==> src/rtl/core/htw_pkg.sv <==
// ----------------------------------------------------------------------------
// htw_pkg
// shared types and constants of the hierarchical timer wheel
// ----------------------------------------------------------------------------
package htw_pkg;

  localparam int SLOTS_PER_LEVEL_DEF = 4;
  localparam int LEVELS_DEF          = 3;
  localparam int TIMERS_DEF          = 16;

  localparam int OP_W   = 1;
  localparam int ID_W   = 4;
  localparam int DLY_W  = 6;
  localparam int KIND_W = 3;

  localparam logic OP_START = 1'b0;
  localparam logic OP_TICK  = 1'b1;

  localparam logic [KIND_W-1:0] EV_ACCEPTED = 3'd0;
  localparam logic [KIND_W-1:0] EV_ZERO     = 3'd1;
  localparam logic [KIND_W-1:0] EV_RANGE    = 3'd2;
  localparam logic [KIND_W-1:0] EV_BUSY     = 3'd3;
  localparam logic [KIND_W-1:0] EV_EXPIRED  = 3'd4;

  typedef enum logic [2:0] {
    ST_IDLE,
    ST_ADVANCE,
    ST_TAKE,
    ST_WALK,
    ST_VISIT,
    ST_LAST
  } htw_state_t;

  // controller to datapath
  typedef struct packed {
    logic load;       // latch input beat
    logic do_start;   // evaluate start and emit its result
    logic advance;    // step cursor of current level, detach slot
    logic walk;       // handle one timer of detached list
    logic next_level; // move to next level
    logic finish;     // mark the pending expiry as last
  } htw_cmd_t;

  // datapath to controller
  typedef struct packed {
    logic is_tick;
    logic list_empty;  // no timer left in detached list
    logic carry;       // cursor of current level wrapped
    logic top_level;   // current level is the highest
  } htw_status_t;

endpackage

==> src/rtl/core/htw_datapath.sv <==
// ----------------------------------------------------------------------------
// htw_datapath
// wheel state, slot lists and placement arithmetic
// ----------------------------------------------------------------------------
module htw_datapath #(
  parameter int SLOTS_PER_LEVEL = htw_pkg::SLOTS_PER_LEVEL_DEF,
  parameter int LEVELS          = htw_pkg::LEVELS_DEF,
  parameter int TIMERS          = htw_pkg::TIMERS_DEF
) (
  input  logic                        clk,
  input  logic                        rst,
  input  htw_pkg::htw_cmd_t           cmd,
  output htw_pkg::htw_status_t        stat,
  input  logic [htw_pkg::OP_W-1:0]    op,
  input  logic [htw_pkg::ID_W-1:0]    timer_id,
  input  logic [htw_pkg::DLY_W-1:0]   delay,
  output logic [htw_pkg::KIND_W-1:0]  event_kind,
  output logic [htw_pkg::ID_W-1:0]    timer_id_res,
  output logic                        last,
  output logic                        strobe
);

  localparam int CW    = (SLOTS_PER_LEVEL > 1) ? $clog2(SLOTS_PER_LEVEL) : 1;
  localparam int LW    = (LEVELS > 1) ? $clog2(LEVELS) : 1;
  localparam int TW    = $clog2(TIMERS + 1);   // holds nil code
  localparam int IW    = $clog2(TIMERS);
  localparam int NSLOT = LEVELS * SLOTS_PER_LEVEL;
  localparam int SW    = $clog2(NSLOT);
  localparam int DW    = htw_pkg::DLY_W;
  localparam logic [TW-1:0] NIL = TW'(TIMERS);
  localparam int MAXD  = SLOTS_PER_LEVEL ** LEVELS;
  localparam logic [CW-1:0] CMAX = CW'(SLOTS_PER_LEVEL - 1);

  logic [CW-1:0] cursor [LEVELS];
  logic [TW-1:0] head   [NSLOT];
  logic [TW-1:0] tail   [NSLOT];
  logic [TW-1:0] link   [TIMERS];
  logic [DW-1:0] remain [TIMERS];
  logic [TIMERS-1:0] active;

  logic [htw_pkg::OP_W-1:0]  op_q;
  logic [htw_pkg::ID_W-1:0]  id_q;
  logic [DW-1:0]             dly_q;
  logic [LW-1:0]             lvl;
  logic [TW-1:0]             walk_t;
  logic                      carry_q;

  // pending expiry held back so last can be set on the final one
  logic                      pend_v;
  logic [htw_pkg::ID_W-1:0]  pend_id;

  // placement: find highest level at or below top with a nonzero offset
  function automatic logic [DW+1:0] span(input int v);
    logic [DW+1:0] s;
    s = 1;
    for (int i = 0; i < LEVELS; i++) if (i < v) s = (DW+2)'(s * SLOTS_PER_LEVEL);
    return s;
  endfunction

  logic [LW-1:0] pl_top;
  logic [DW-1:0] pl_val;
  logic [SW-1:0] pl_slot;
  logic [DW-1:0] pl_rem;

  always_comb begin
    logic found;
    logic [CW-1:0] off;
    logic [DW+1:0] r;
    logic [CW:0] sum;
    found   = 1'b0;
    off     = '0;
    r       = '0;
    sum     = '0;
    pl_slot = '0;
    pl_rem  = '0;
    for (int v = LEVELS - 1; v >= 0; v--) begin
      // quotient by counting whole spans, a level that can take the timer
      // never sees a value of a full turn or more
      off = '0;
      for (int q = 1; q < SLOTS_PER_LEVEL; q++)
        if (32'(pl_val) >= q * int'(span(v))) off = CW'(q);
      if (!found && v <= int'(pl_top) && off != '0) begin
        found = 1'b1;
        r = (DW+2)'(pl_val) - (DW+2)'((DW+2)'(off) * span(v));
        for (int k = 0; k < LEVELS; k++)
          if (k < v) r = (DW+2)'(r + (DW+2)'(cursor[k]) * span(k));
        sum = (CW+1)'(cursor[v]) + (CW+1)'(off);
        if (sum >= (CW+1)'(SLOTS_PER_LEVEL)) sum = sum - (CW+1)'(SLOTS_PER_LEVEL);
        pl_slot = SW'(v * SLOTS_PER_LEVEL) + SW'(sum);
        pl_rem  = DW'(r);
      end
    end
  end

  logic [IW-1:0] wt;
  assign wt = walk_t[IW-1:0];
  logic start_ok;
  logic [htw_pkg::KIND_W-1:0] start_kind;

  always_comb begin
    if (32'(dly_q) >= MAXD || 32'(id_q) >= TIMERS) start_kind = htw_pkg::EV_RANGE;
    else if (dly_q == '0)                          start_kind = htw_pkg::EV_ZERO;
    else if (active[id_q[IW-1:0]])                 start_kind = htw_pkg::EV_BUSY;
    else                                           start_kind = htw_pkg::EV_ACCEPTED;
    start_ok = (start_kind == htw_pkg::EV_ACCEPTED);
    if (cmd.do_start) begin
      pl_top = LW'(LEVELS - 1);
      pl_val = dly_q;
    end else begin
      pl_top = lvl;
      pl_val = remain[wt];
    end
  end

  logic [IW-1:0] pl_id;
  logic          pl_en;
  assign pl_id = cmd.do_start ? id_q[IW-1:0] : wt;
  assign pl_en = (cmd.do_start && start_ok) || (cmd.walk && remain[wt] != '0);

  logic [SW-1:0] cur_slot;
  assign cur_slot = SW'(int'(lvl) * SLOTS_PER_LEVEL) + SW'(cursor[lvl]);

  assign stat.is_tick    = op_q == htw_pkg::OP_TICK;
  assign stat.list_empty = walk_t == NIL;
  assign stat.carry      = carry_q;
  assign stat.top_level  = int'(lvl) == LEVELS - 1;

  always_ff @(posedge clk) begin
    strobe <= 1'b0;
    if (rst) begin
      for (int v = 0; v < LEVELS; v++) cursor[v] <= '0;
      for (int s = 0; s < NSLOT; s++) begin
        head[s] <= NIL;
        tail[s] <= NIL;
      end
      active <= '0;
      pend_v <= 1'b0;
      lvl    <= '0;
      walk_t <= NIL;
    end else begin
      if (cmd.load) begin
        op_q   <= op;
        id_q   <= timer_id;
        dly_q  <= delay;
        lvl    <= '0;
        pend_v <= 1'b0;
      end
      if (cmd.do_start) begin
        strobe       <= 1'b1;
        event_kind   <= start_kind;
        timer_id_res <= id_q;
        last         <= 1'b1;
        if (start_ok) active[id_q[IW-1:0]] <= 1'b1;
      end
      if (cmd.advance) begin
        if (cursor[lvl] == CMAX) begin
          cursor[lvl] <= '0;
          carry_q     <= 1'b1;
          walk_t      <= head[SW'(int'(lvl) * SLOTS_PER_LEVEL)];
          head[SW'(int'(lvl) * SLOTS_PER_LEVEL)] <= NIL;
          tail[SW'(int'(lvl) * SLOTS_PER_LEVEL)] <= NIL;
        end else begin
          cursor[lvl] <= cursor[lvl] + 1'b1;
          carry_q     <= 1'b0;
          walk_t      <= head[cur_slot + 1'b1];
          head[cur_slot + 1'b1] <= NIL;
          tail[cur_slot + 1'b1] <= NIL;
        end
      end
      if (cmd.walk) begin
        walk_t <= link[wt];
        if (remain[wt] == '0) begin
          active[wt] <= 1'b0;
          if (pend_v) begin
            strobe       <= 1'b1;
            event_kind   <= htw_pkg::EV_EXPIRED;
            timer_id_res <= pend_id;
            last         <= 1'b0;
          end
          pend_v  <= 1'b1;
          pend_id <= htw_pkg::ID_W'(wt);
        end
      end
      if (pl_en) begin
        link[pl_id]   <= NIL;
        remain[pl_id] <= pl_rem;
        if (head[pl_slot] == NIL) head[pl_slot] <= TW'(pl_id);
        else link[tail[pl_slot][IW-1:0]] <= TW'(pl_id);
        tail[pl_slot] <= TW'(pl_id);
      end
      if (cmd.next_level) lvl <= lvl + 1'b1;
      if (cmd.finish && pend_v) begin
        strobe       <= 1'b1;
        event_kind   <= htw_pkg::EV_EXPIRED;
        timer_id_res <= pend_id;
        last         <= 1'b1;
        pend_v       <= 1'b0;
      end
    end
  end

endmodule

==> src/rtl/core/htw_ctrl.sv <==
// ----------------------------------------------------------------------------
// htw_ctrl
// sequencer for start and tick beats
// ----------------------------------------------------------------------------
module htw_ctrl (
  input  logic                  clk,
  input  logic                  rst,
  input  logic                  start,
  output logic                  busy,
  output htw_pkg::htw_cmd_t     cmd,
  input  htw_pkg::htw_status_t  stat
);

  htw_pkg::htw_state_t state, state_next;

  always_ff @(posedge clk) begin
    if (rst) state <= htw_pkg::ST_IDLE;
    else     state <= state_next;
  end

  always_comb begin
    state_next = state;
    cmd        = '0;
    busy       = 1'b1;
    unique case (state)
      htw_pkg::ST_IDLE: begin
        busy = 1'b0;
        if (start) begin
          cmd.load   = 1'b1;
          state_next = htw_pkg::ST_ADVANCE;
        end
      end
      htw_pkg::ST_ADVANCE: begin
        if (stat.is_tick) begin
          cmd.advance = 1'b1;
          state_next  = htw_pkg::ST_WALK;
        end else begin
          cmd.do_start = 1'b1;
          state_next   = htw_pkg::ST_IDLE;
        end
      end
      htw_pkg::ST_TAKE: begin
        cmd.advance = 1'b1;
        state_next  = htw_pkg::ST_WALK;
      end
      htw_pkg::ST_WALK: begin
        if (!stat.list_empty) cmd.walk = 1'b1;
        else if (stat.carry && !stat.top_level) begin
          cmd.next_level = 1'b1;
          state_next     = htw_pkg::ST_TAKE;
        end else state_next = htw_pkg::ST_LAST;
      end
      htw_pkg::ST_VISIT: state_next = htw_pkg::ST_LAST;
      htw_pkg::ST_LAST: begin
        cmd.finish = 1'b1;
        state_next = htw_pkg::ST_IDLE;
      end
      default: state_next = htw_pkg::ST_IDLE;
    endcase
  end

endmodule

==> src/rtl/core/hierarchical_timer_wheel.sv <==
// ----------------------------------------------------------------------------
// hierarchical_timer_wheel
// three-level timing wheel over a fixed pool of timers
// ----------------------------------------------------------------------------
// One beat at a time; busy is high while a beat is worked on. A start is
// evaluated in ADVANCE and its result is on strobe in the cycle after that
// state. A tick steps the cursor of each visited level (in ADVANCE, then in
// TAKE after each carry into a higher level), walks the detached slot list
// in WALK, one timer a cycle, and ends in LAST; the final expiry is on strobe
// in the cycle in which busy drops. Results appear for one cycle on strobe
// and cannot be held off; a tick on which nothing expires gives no result.
module hierarchical_timer_wheel #(
  parameter int SLOTS_PER_LEVEL = htw_pkg::SLOTS_PER_LEVEL_DEF,
  parameter int LEVELS          = htw_pkg::LEVELS_DEF,
  parameter int TIMERS          = htw_pkg::TIMERS_DEF
) (
  input  logic                        clk,
  input  logic                        rst,
  input  logic                        start,
  output logic                        busy,
  input  logic [htw_pkg::OP_W-1:0]    op,
  input  logic [htw_pkg::ID_W-1:0]    timer_id,
  input  logic [htw_pkg::DLY_W-1:0]   delay,
  output logic                        strobe,
  output logic [htw_pkg::KIND_W-1:0]  event_kind,
  output logic [htw_pkg::ID_W-1:0]    timer_id_res,
  output logic                        last
);

  htw_pkg::htw_cmd_t    cmd;
  htw_pkg::htw_status_t stat;

  htw_ctrl u_ctrl (
    .clk(clk), .rst(rst), .start(start), .busy(busy), .cmd(cmd), .stat(stat)
  );

  htw_datapath #(
    .SLOTS_PER_LEVEL(SLOTS_PER_LEVEL), .LEVELS(LEVELS), .TIMERS(TIMERS)
  ) u_dp (
    .clk(clk), .rst(rst), .cmd(cmd), .stat(stat),
    .op(op), .timer_id(timer_id), .delay(delay),
    .event_kind(event_kind), .timer_id_res(timer_id_res),
    .last(last), .strobe(strobe)
  );

endmodule

==> config.mk <==
export PLATFORM = sky130hd
export DESIGN_NAME = hierarchical_timer_wheel
export DESIGN_NICKNAME = d
export VERILOG_FILES = /design/src/rtl/core/htw_pkg.sv /design/src/rtl/core/htw_datapath.sv /design/src/rtl/core/htw_ctrl.sv /design/src/rtl/core/hierarchical_timer_wheel.sv
export SDC_FILE = /design/constraint.sdc
export NUM_CORES = 1
export LEC_CHECK = 0
export BUFFER_PORTS_ARGS = -buffer_cell sky130_fd_sc_hd__buf_2
export CAP_MARGIN = 0
export CORE_MARGIN = 1.5
export CORE_UTILIZATION = 50
export DETAILED_ROUTE_END_ITERATION = 10
export PLACE_DENSITY = 0.66
export RECOVER_POWER = 100
export SLEW_MARGIN = 5
export SYNTH_ARGS = -nofsm -noshare
export SYNTH_HDL_FRONTEND = slang
export SYNTH_SLANG_ARGS = --single-unit
==> constraint.sdc <==
create_clock -name clk -period 8.65 [get_ports clk]
set_clock_uncertainty 0.05 [all_clocks]
set_input_delay 1.73 -clock clk [delete_from_list [all_inputs] [get_ports clk]]
set_output_delay 1.73 -clock clk [all_outputs]
set_load 0.005 [all_outputs]
======== Word-level counts from Yosys, hierarchy flattened ========
Memory sizes are Yosys's and may differ from the RTL's. A register that Yosys moved wholly into a read port is not among the register bits.
Cells that the tools add are included.
storage, ports and cells
  word-level logic and storage cells ...... 246
  RAM bits ................................ 302
  input bits .............................. 14
  register bits after elaboration ......... 52
  memories ................................ 5
operators by class
  reductions and logical operators ........ 36
  magnitude comparators ................... 18
  muxes and demuxes ....................... 136
  equality and inequality tests ........... 11
  $mul .................................... 3
  bitwise operators ....................... 5
  add/subtract/negate cells ............... 18
memories
  name         words  bits a word  read ports  clocked after Yosys merged registers in  write ports  RTL line            source
  u_dp.remain  16     6            1           1                                        1            htw_datapath.sv:38  logic [DW-1:0] remain [TIMERS];
  u_dp.link    16     5            1           1                                        2            htw_datapath.sv:37  logic [TW-1:0] link [TIMERS];
  u_dp.head    12     5            3           1                                        12           htw_datapath.sv:35  logic [TW-1:0] head [NSLOT];
  u_dp.tail    12     5            1           0                                        12           htw_datapath.sv:36  logic [TW-1:0] tail [NSLOT];
  u_dp.cursor  3      2            4           1                                        3            htw_datapath.sv:34  logic [CW-1:0] cursor [LEVELS];
operator list
  cell                                                               count
  two-way mux 4 bit                                                  21
  two-way mux 16 bit                                                 5
  two-way mux 1 bit                                                  58
  two-way mux 5 bit                                                  9
  two-way mux 3 bit                                                  13
  two-way mux 2 bit                                                  17
  two-way mux 6 bit                                                  5
  OR reduction 5 bit                                                 6
  multiplier 2 x 8 -> 6 bit                                          3
  two-way mux 8 bit                                                  3
  bitwise AND 16 bit                                                 1
  NOT 16 bit                                                         1
  bitwise OR 16 bit                                                  1
  case mux 3 bit (5 select lines)                                    1
  adder 6 x 2 -> 6 bit                                               2
  greater-or-equal comparator 6 x 2 -> 1 bit, second input constant  2
  greater-or-equal comparator 6 x 4 -> 1 bit, second input constant  2
  greater-or-equal comparator 6 bit, second input constant           2
  zero test 6 bit                                                    2
  subtractor 6 bit                                                   2
  equality test 5 bit, second input constant                         2
  logical AND 1 bit                                                  10
  < comparator 4 x 5 -> 1 bit, second input constant                 2
  nonzero test 2 bit                                                 5
  34 further kinds                                                   52

======== Longest topological paths before layout ========
Gate-level depths: netlist of run 1.
An unclocked memory read counts as a cell.
  word-level depth ........................ 25
  depth in mapped cells ................... 27
  gate-level depth less buffers ........... 21

======== Cells and area by module ========
From an unflattened synthesis of run 1, not the netlist that was laid out.
unflattened totals
  cell total of the unflattened synthesis .. 1399
  area, all modules ....................... 17972.2 µm²
modules (own cells, without submodules)
  module        cells each  area each (µm²)  seq. area each (µm²)  instances
  htw_datapath  1367        17738.3          10390.0               1
  htw_ctrl      32          234.0            60.1                  1

======== Least setup slack after synthesis of run 1 ========
No wires, ideal clock.
  path kind ............................... flip-flop to flip-flop
  start ................................... reg u_ctrl.state[2]
  end ..................................... mem u_dp.head[10][0] in the netlist's numbering (enable)
  library setup time ...................... 0.374 ns
  slack ................................... 2.395 ns
  stages on the path, launching flop included .. 22
  data required time ...................... 8.226 ns
  arrival ................................. 5.831 ns
  buffers on the path ..................... 4
  cells stage by stage .................... dfxtp_1 clkbuf_1 nor4b_1 clkbuf_1 o221a_2 clkbuf_1 inv_1 ha_1 a31oi_1 nand4b_1 o21bai_1 ha_1 xor2_1 a21o_1 o2111a_1 a311oi_2 mux2_2 or4_1 clkbuf_1 nor3_2 a22oi_1 o21ai_0
RTL lines
  element                 RTL line            source
  from (decl)             htw_ctrl.sv:14      htw_pkg::htw_state_t state, state_next;
  from (signal assigned)  htw_ctrl.sv:17      if (rst) state <= htw_pkg::ST_IDLE;
  from (signal assigned)  htw_ctrl.sv:18      else state <= state_next;
  to (decl)               htw_datapath.sv:35

==> impl_summary.txt, run 1 <==
----------------------------------------------------
[Outcome]
  Run status ... finished with violations
  Failing checks ... max-capacitance violations, max-slew violations

[Clocking]
  Clock latency at the later pin of the worst-skew pair ... 0.56 ns
  # hold bufs at CTS ... 0
  Number of H-tree levels ... 2
  Clock-pin slew on the worst setup and hold paths ... 0.06 ns
  TritonCTS Buffers ... 41
  Count of instances resized after the clock tree is built ... 0
  TritonCTS clock tree ... built
  Count of buffers added by post-CTS timing repair for setup ... 0
  Max Root-Sink Buffers ... 3
  Root buffer cell ... sky130_fd_sc_hd__clkbuf_16
  Number of clock sinks ... 370

[Layout]
  Final standard cell count with taps included and fillers excluded ... 1927
  Signed area change from the synthesized netlist to the final layout ... 9.164%
  Inserted Diodes ... 0
  Final Instance Area ... 0.01981 sq mm
  NumNets Final ... 1483
  Fraction of layout cells with a size suffix above 1 ... 0.1398

[Drt]
  Total wirelength of the detailed-routed design ... 47740 um
  Via density per instance ... 6.401
  Routed wire per std cell ... 24.77 um
  Iteration count of the initial detailed-routing pass ... 6
  Detailed Route Iter0 Violations ... 1511
  Number of remaining DRC errors ... 0
  Via Count ... 12335
  Antenna Violating Nets Remaining ... 0

[Worst hold path]
  Hold worst-path end ... u_dp.link[9][4]$_SDFFE_PP0P_
  Worst hold-check path type ... flop to flop
  Worst Min Path Start ... u_dp.link[9][4]$_SDFFE_PP0P_
  Worst hold path stage count ... 1

[Timing]
  Setup WS post-layout ... 0.8578 ns
  Crit share post-route ... 0.9008
  Setup repair after global routing missed its margin ... false
  Transition time at the pin with the least slew margin ... 2.778 ns
  Number of hold violations in the final report ... 0
  Final worst hold slack ... 0.4330 ns
  Max-slew violations ... 73
  Slew margin rel. ... -0.8518
  Maximum achievable frequency ... 0.1283 GHz
  Sum Neg Setup Slack ... 0 ns
  Final worst path period need ... 7.792 ns
  Final count of negative-setup-slack endpoints ... 0

[Global routing]
  Final global-route overflow total ... 0
  Number of antenna violations at the first check in global routing ... 1
  Met1 global-route usage ... 0.3537
  Grt met3 use ... 0.04062
  Number of global-route vias before repair ... 12271
  Total track usage ... 0.2554
  Most Used Layer, Global Route ... met2
  Global Route met2 Usage ... 0.4138
  Pin count of the biggest net entering global routing ... 52
  Wire length of the first global-routing pass ... 73170 um

[Worst setup path]
  Capture point of the worst reg-to-reg path ... u_dp.link[6][3]$_DFFE_PP_
  Max Fanout on Critical Path ... 28
  CP Data Arrival Time ... 7.95 ns
  Register-to-Register Path Depth ... 20
  Startpoint types ... flop
  Crit end category ... flop
  Worst path required time ... 8.80 ns
  Slack of the worst reg-to-reg path ... 0.86 ns
  Setup CP Type ... flop to flop

[Synth]
  Synth top area cells ... sky130_fd_sc_hd__edfxtp_1 53%, sky130_fd_sc_hd__mux4_2 8.2%, sky130_fd_sc_hd__dfxtp_1 5.5%, sky130_fd_sc_hd__nor2_1 3.3%, sky130_fd_sc_hd__nand2_1 2.9%
  Yosys top cell by area ... sky130_fd_sc_hd__edfxtp_1
  Yosys cell types ... 76
  Fraction of registers with async set or reset after synthesis ... 0
  Cells after Synth ... 1442
  Per-instance average area after synthesis ... 12.58 sq um
  Number of nets produced by synthesis ... 1491
  Area share of the leading cell type in the synthesized netlist ... 0.5295
  Share of synthesized area occupied by flip-flops and latches ... 0.5847
  Most used flip-flop cell after synthesis ... sky130_fd_sc_hd__edfxtp_1
  Number of enable-type register cells in the synthesized netlist ... 320
  Netlist area before placement ... 0.01815 sq mm
  #FFs+latches synth ... 370
  Yosys warning count ... 0

[Power]
  Seq pwr share ... 0.426
  Total internal power ... 0.003516 W
  Ratio of total power to cell area ... 254.0 mW/mm^2
  Share of total power in combinational logic ... 0.222
  VDD IR max ... 0.0001465 V
  Proportion of power drawn by the clock network ... 0.352
  Leakage power summed over all cells ... 6.496 nW
  Switching Fraction ... 0.3013
  Total net switching power ... 0.001516 W

[Floorplan]
  Starting density of the core ... 0.5089
  Die height ... 193.5 um
  Row count ... 69
  Total die area ... 0.03744 sq mm
  Die width ... 193.5 um
  Number of top-level pins ... 24
  Core area ... 0.03566 sq mm

[Placement]
  DP Cell Count ... 1852
  Final RePlAce weighted congestion ... 0.9223
  Detailed placement HPWL ... 33680 um
  IO Port Bufs ... 23
  Area after detailed placement ... 0.01862 sq mm
  Post-placement setup slack ... 1.002 ns

[Flow run]
  Max-cap violation count ... 2

----------------------------------------------------
==> sequential cells by signal (all words and copies together) (netlist names), named ones only <==
signal / cells
u_dp.strobe: 1
u_dp.id_q: 4
u_dp.carry_q: 1
u_dp.timer_id_res: 4
u_dp.last: 1
u_dp.pend_v: 1
u_dp.pend_id: 4
u_dp.lvl: 2
u_dp.tail: 48
u_dp.op_q: 1
u_dp.cursor: 8
u_dp.remain: 96
u_ctrl.state: 3
u_dp.link: 80
u_dp.dly_q: 6
u_dp.active: 16
u_dp.event_kind: 3
u_dp.walk_t: 5
u_dp.head: 80
==> per-stage QoR <==
step             util  total power, W
2_1_floorplan       -        0.002963
6_report       0.5556        0.005032
3_5_place_dp   0.5223        0.003312
3_3_place_gp   0.5223        0.003296
5_1_grt        0.5556        0.005207
4_1_cts        0.5609        0.005065
==> cell type report <==
cell class,count,area [sq um]
inverters,43,161.4
repair buffers,54,287.8
fillers,2952,15850
multi-input cells,924,6793
clock inverters,26,269.0
clock buffers,49,1107
well taps,461,576.8
flip-flops and latches,370,10610
==> Yosys cell counts, types with 8 or more instances <==
cell type and n:
sky130_fd_sc_hd__a21oi_1 51, sky130_fd_sc_hd__a221oi_1 9, sky130_fd_sc_hd__a22oi_1 27, sky130_fd_sc_hd__a31oi_1 8, sky130_fd_sc_hd__and2_1 9, sky130_fd_sc_hd__and3_1 10
sky130_fd_sc_hd__buf_1 11, sky130_fd_sc_hd__buf_2 17, sky130_fd_sc_hd__clkbuf_1 68, sky130_fd_sc_hd__dfxtp_1 50, sky130_fd_sc_hd__edfxtp_1 320, sky130_fd_sc_hd__ha_1 30
sky130_fd_sc_hd__inv_1 38, sky130_fd_sc_hd__mux2_2 10, sky130_fd_sc_hd__mux2i_1 51, sky130_fd_sc_hd__mux4_2 66, sky130_fd_sc_hd__nand2_1 142, sky130_fd_sc_hd__nand2b_1 20
sky130_fd_sc_hd__nand3_1 17, sky130_fd_sc_hd__nor2_1 161, sky130_fd_sc_hd__nor2b_1 12, sky130_fd_sc_hd__nor3_1 53, sky130_fd_sc_hd__nor3_2 33, sky130_fd_sc_hd__nor4_1 18
sky130_fd_sc_hd__o21ai_0 30, sky130_fd_sc_hd__o22a_1 17, sky130_fd_sc_hd__o22ai_1 28, sky130_fd_sc_hd__xnor2_1 9, sky130_fd_sc_hd__xor2_1 9
==> layer usage <==
metal	routed length (um)	vias to the layer above	share of wire
met2	22310	653	0.47
met3	4229	105	0.089
li1	-	5470	-
met5	0	-	0
met4	1481	0	0.031
met1	19720	6107	0.41
==> critical path, cell delays in order, from the launching register on <==
cell and delay (ns):
sky130_fd_sc_hd__dfxtp_4 0.68, sky130_fd_sc_hd__buf_4 0.34, sky130_fd_sc_hd__mux2_2 0.36, sky130_fd_sc_hd__o22ai_1 0.27, sky130_fd_sc_hd__or2_2 0.19, sky130_fd_sc_hd__o221a_1 0.35, sky130_fd_sc_hd__inv_1 0.18, sky130_fd_sc_hd__ha_1 0.25
sky130_fd_sc_hd__a31oi_1 0.14, sky130_fd_sc_hd__nand4b_1 0.23, sky130_fd_sc_hd__o21ai_0 0.23, sky130_fd_sc_hd__clkbuf_1 0.52, sky130_fd_sc_hd__o311ai_2 0.38, sky130_fd_sc_hd__and3_1 0.38, sky130_fd_sc_hd__clkbuf_1 0.39, sky130_fd_sc_hd__mux2i_1 0.33
sky130_fd_sc_hd__mux2i_1 0.12, sky130_fd_sc_hd__a2111oi_1 0.67, sky130_fd_sc_hd__clkbuf_1 0.21, sky130_fd_sc_hd__nand2b_1 0.55, sky130_fd_sc_hd__o22ai_1 0.59
==> worst max-delay path by stage <==
stage | from | endpoint | slack, ns
4_1_cts | flop | u_dp.link[6][3]$_DFFE_PP_ | 1.00
3_3_place_gp | flop | u_dp.link[2][2]$_DFFE_PP_ | 1.31
6_report | flop | u_dp.link[6][3]$_DFFE_PP_ | 0.86
2_1_floorplan | u_ctrl.state[2]$_SDFFE_PP0P_ | u_dp.head[10][0]$_SDFFCE_PN0P_ | 2.39
5_1_grt | flop | u_dp.link[6][3]$_DFFE_PP_ | 0.38
3_5_place_dp | flop | u_dp.link[6][2]$_DFFE_PP_ | 1.00
==> power by group through the flow <==
| stage | Combinational (W) | Sequential, W | Clock, W |
|---|---|---|---|
| 6_report | 0.00112 | 0.00215 | 0.00177 |
| 5_1_grt | 0.00121 | 0.00215 | 0.00185 |
| 4_1_cts | 0.00114 | 0.00214 | 0.00178 |
| 3_5_place_dp | 0.00113 | 0.00218 | 0 |
| 3_3_place_gp | 0.00112 | 0.00218 | 0 |
| 2_1_floorplan | 0.000817 | 0.00215 | 0 |
==> cells by family after synthesis <==
family,share of synthesized area
AO/OA/AOI/OAI,0.09329
AND/OR/NAND/NOR,0.1360
adder cells (fa/ha/maj),0.02620
multiplexers,0.1163
buffers and inverters,0.03489
XOR/XNOR,0.008688
flip-flops,0.5847
==> cells in the final DEF (no fill, tap or decap), drive strengths merged, types with 12 or more instances in the layout <==
cell type and instances:
dfxtp 50, buf 32, nor3 86, o22ai 28, nor4 18, nand2 142, nand2b 20, clkinv 20
o21ai 30, nor2 161, mux4 66, edfxtp 320, clkbuf 71, mux2i 51, ha 30, a22oi 28
inv 43, a21oi 51, o22a 17, nor2b 12, nand3 17
Power figures use the tool's default switching activity.
==> run 2, diff against run 1 <==
--- a/config.mk
+++ b/config.mk
@@ -7,10 +7,12 @@
 export LEC_CHECK = 0
 export BUFFER_PORTS_ARGS = -buffer_cell sky130_fd_sc_hd__buf_2
 export CAP_MARGIN = 0
+export CELL_PAD_IN_SITES_DETAIL_PLACEMENT = 0
+export CELL_PAD_IN_SITES_GLOBAL_PLACEMENT = 1
 export CORE_MARGIN = 1.5
 export CORE_UTILIZATION = 50
 export DETAILED_ROUTE_END_ITERATION = 10
-export PLACE_DENSITY = 0.66
+export PLACE_DENSITY_LB_ADDON = 0.1
 export RECOVER_POWER = 100
 export SLEW_MARGIN = 5
 export SYNTH_ARGS = -nofsm -noshare
==> run 2 against run 1 <==
  * The run ends with design-rule violations, max-capacitance violations, max-slew violations left
  * Cell count rose by 0.57%
  * Maximum frequency is 0.70% lower
  * Sequential power barely moved
  * First-iteration DRC count shrank 13%
  * Via count fell by 1.1%
  * Routed wire length rose by 1.5%
  * Combinational power about the same
  * Core utilization rose by 0.16 points
  * Critical endpoint is now u_dp.link[11][3]$_DFFE_PP_
==> impl_summary.txt, run 2 (synthesis gave the netlist of run 1 again) <==
----------------------------------------------------
[Clocking]
  TritonCTS clock tree ... built
  TritonCTS Buffers ... 41 (unchanged)
  Number of clock sinks ... 370 (unchanged)
  Root buffer cell ... sky130_fd_sc_hd__clkbuf_16
  Max Root-Sink Buffers ... 3 (unchanged)
  Count of buffers added by post-CTS timing repair for setup ... 0 (unchanged)
  Count of instances resized after the clock tree is built ... 0 (unchanged)
  Clock latency at the later pin of the worst-skew pair ... 0.58 ns (+0.02 ns)
  Clock-pin slew on the worst setup and hold paths ... 0.06 ns (about the same)
  # hold bufs at CTS ... 0 (unchanged)
  Number of H-tree levels ... 2 (unchanged)

[Worst setup path]
  Slack of the worst reg-to-reg path ... 0.80 ns (-0.05 ns)
  Max stage delay on crit path ... 1.08 ns (+0.40 ns)
  Setup CP Type ... flop to flop
  Crit end category ... flop
  Worst path required time ... 8.92 ns (+0.12 ns)
  Crit-path most repeated cell ... sky130_fd_sc_hd__ha_1
  Chain of cells forming the critical path ... mux4_2 > o21ai_0 > o221a_2 > inv_1 > ha_1 > a31oi_1 > nand4b_1 > o21bai_1 > ha_1 > xor2_1 > a21o_1 > o2111a_1 > a311o_1 > buf_4 > mux2i_1 > o22ai_1 > a2111oi_0 > or2_2 > clkbuf_1 > nor3_1
  CP Data Arrival Time ... 8.11 ns (+0.16 ns)
  Startpoint types ... flop
  Slowest-stage cell, CP ... sky130_fd_sc_hd__a2111oi_0
  Max Fanout on Critical Path ... 27 (-3.6%)

[Timing]
  Setup repair after global routing missed its margin ... false
  Final count of negative-setup-slack endpoints ... 0 (unchanged)
  Transition time at the pin with the least slew margin ... 2.913 ns (+0.1352 ns)
  Sum Neg Setup Slack ... 0 ns (unchanged)
  Crit share post-route ... 0.9072 (+0.006316)
  Slew margin rel. ... -0.9419 (-0.09014)
  Maximum achievable frequency ... 0.1274 GHz (-0.70%)
  Final worst path period need ... 7.847 ns (+0.05463 ns)
  Number of hold violations in the final report ... 0 (unchanged)
  Max-slew violations ... 76 (+4.1%)

[Worst hold path]
  Worst hold-check path type ... flop to flop

[Global routing]
  Number of antenna violations at the first check in global routing ... 1 (unchanged)
  Total track usage ... 0.2610 (+0.005601)
  Number of global-route vias before repair ... 11942 (-2.7%)
  Pin count of the biggest net entering global routing ... 52 (unchanged)
  Global Route met2 Usage ... 0.3955 (-0.01832)
  Met1 global-route usage ... 0.3811 (+0.02738)
  Most Used Layer, Global Route ... met2
  Grt met3 use ... 0.04358 (+0.002964)
  Wire length of the first global-routing pass ... 73310 um (+0.19%)
  Final global-route overflow total ... 0 (unchanged)

[Layout]
  Signed area change from the synthesized netlist to the final layout ... 9.481%
  Share of the core filled with cells ... 0.5572 (+0.001614)
  Commonest cells after routing, fill and taps aside ... 320 x sky130_fd_sc_hd__edfxtp_1, 161 x sky130_fd_sc_hd__nor2_1, 142 x sky130_fd_sc_hd__nand2_1
  Largest register FFs ... 96 (unchanged)
  Most frequent standard cell in the layout excluding fill and tap cells ... sky130_fd_sc_hd__edfxtp_1
  Filler Cells Inserted ... 3019 (+2.3%)
  Largest register by flop count ... u_dp.remain
  Fraction of layout cells with a size suffix above 1 ... 0.1396 (-0.0002699)
  Biggest regs ... u_dp.remain: 96 flops, u_dp.head: 80 flops, u_dp.link: 80 flops
  NumNets Final ... 1493 (+0.67%)
  Final standard cell count with taps included and fillers excluded ... 1938 (+0.57%)

[Floorplan]
  Die height ... 193.5 um (unchanged)
  Number of top-level pins ... 24 (unchanged)
  Total die area ... 0.03744 sq mm (unchanged)
  Die width ... 193.5 um (unchanged)
  Row count ... 69 (unchanged)
  Starting density of the core ... 0.5089 (unchanged)
  Core area ... 0.03566 sq mm (unchanged)

[Power]
  Ratio of total power to cell area ... 256.0 mW/mm^2 (+0.77%)
  Total design power ... 0.005086 W (+1.1%)
  VDD IR max ... 0.0001573 V (+7.4%)
  Leakage power summed over all cells ... 6.534 nW (+0.59%)

[Placement]
  Final RePlAce weighted congestion ... 0.8811 (-4.5%)
  Detailed placement HPWL ... 33880 um (+0.61%)
  DP Cell Count ... 1862 (+0.54%)
  IO Port Bufs ... 23 (unchanged)

[Drt]
  Detailed Route Iter0 Violations ... 1318 (-13%)
  Number of remaining DRC errors ... 8 (+8)
  Via density per instance ... 6.298 (-1.6%)
  Total wirelength of the detailed-routed design ... 48430 um (+1.5%)
  Antenna Violating Nets Remaining ... 0 (unchanged)
  Iteration count of the initial detailed-routing pass ... 10 (+4)
  Routed wire per std cell ... 24.99 um (+0.88%)
  Via Count ... 12205 (-1.1%)

[Outcome]
  Run status ... finished with violations
  Failing checks ... design-rule violations, max-capacitance violations, max-slew violations

[Flow run]
  Max-cap violation count ... 2 (unchanged)

----------------------------------------------------
-- run 2: metal layers --
metal	vias up	part of all wire
li1	5485	-
met1	6152	0.45
met2	471	0.45
met3	97	0.075
met4	0	0.031
met5	-	0
-- run 2: final cells by class --
| type | count | area (sq um) | area share |
|---|---|---|---|
| Sequential cell | 370 | 10610 | 0.5343 |
| Clock inverter | 22 | 265.3 | 0.01335 |
| Tap cell | 461 | 576.8 | 0.02903 |
| Antenna cell | 1 | 2.502 | 0.0001260 |
| Clock buffer | 53 | 1112 | 0.05599 |
| Inverter | 43 | 161.4 | 0.008124 |
| Multi-Input combinational cell | 924 | 6782 | 0.3414 |
| Timing Repair Buffer | 64 | 352.8 | 0.01776 |
-- run 2: path summary, 6_finish.rpt --
| kind | startpoint | endpoint | depth (start not counted) |
|---|---|---|---|
| max | flop | u_dp.link[11][3]$_DFFE_PP_ | 20 |
| min | u_dp.link[9][4]$_SDFFE_PP0P_ | u_dp.link[9][4]$_SDFFE_PP0P_ | 1 |
| max reg2reg | flop | u_dp.link[11][3]$_DFFE_PP_ | 20 |
| min reg2reg | u_dp.link[9][4]$_SDFFE_PP0P_ | u_dp.link[9][4]$_SDFFE_PP0P_ | 1 |
-- run 2: worst max-delay path: cells and delay by family, from the launching register on --
| family | cells | cell delay (ns) |
|---|---|---|
| adders and majority gates | 2 | 0.47 |
| muxes | 2 | 0.79 |
| and+or+nand+nor | 3 | 0.86 |
| AOI/OAI and AO/OA | 9 | 3.73 |
| buffers and inverters | 3 | 0.76 |
| DFF | 1 | 0.66 |
| xor gates and xnor gates | 1 | 0.22 |
-- run 2: metrics by stage --
step / area, sq um / hold slack, ns / setup WS (ns)
final: 19870 / 0.4134 / 0.8031
after global routing: 19860 / 0.4374 / 0.2014
after CTS: 20080 / 0.4155 / 0.8067
after detailed placement: 18700 / 0.4065 / 0.8279
after global placement: 18700 / 0.3929 / 1.113
after floorplan: 18150 / 0.3564 / 2.395
-- run 2: report_power, final --
part | switching [W] | total, W | internal, W | leakage [nW]
Combinational | 0.000755 | 0.00114 | 0.000390 | 2.46
Clock | 0.000730 | 0.00180 | 0.00107 | 0.678
Sequential | 0.0000522 | 0.00215 | 0.00209 | 3.40
Total | 0.00154 | 0.00509 | 0.00355 | 6.53
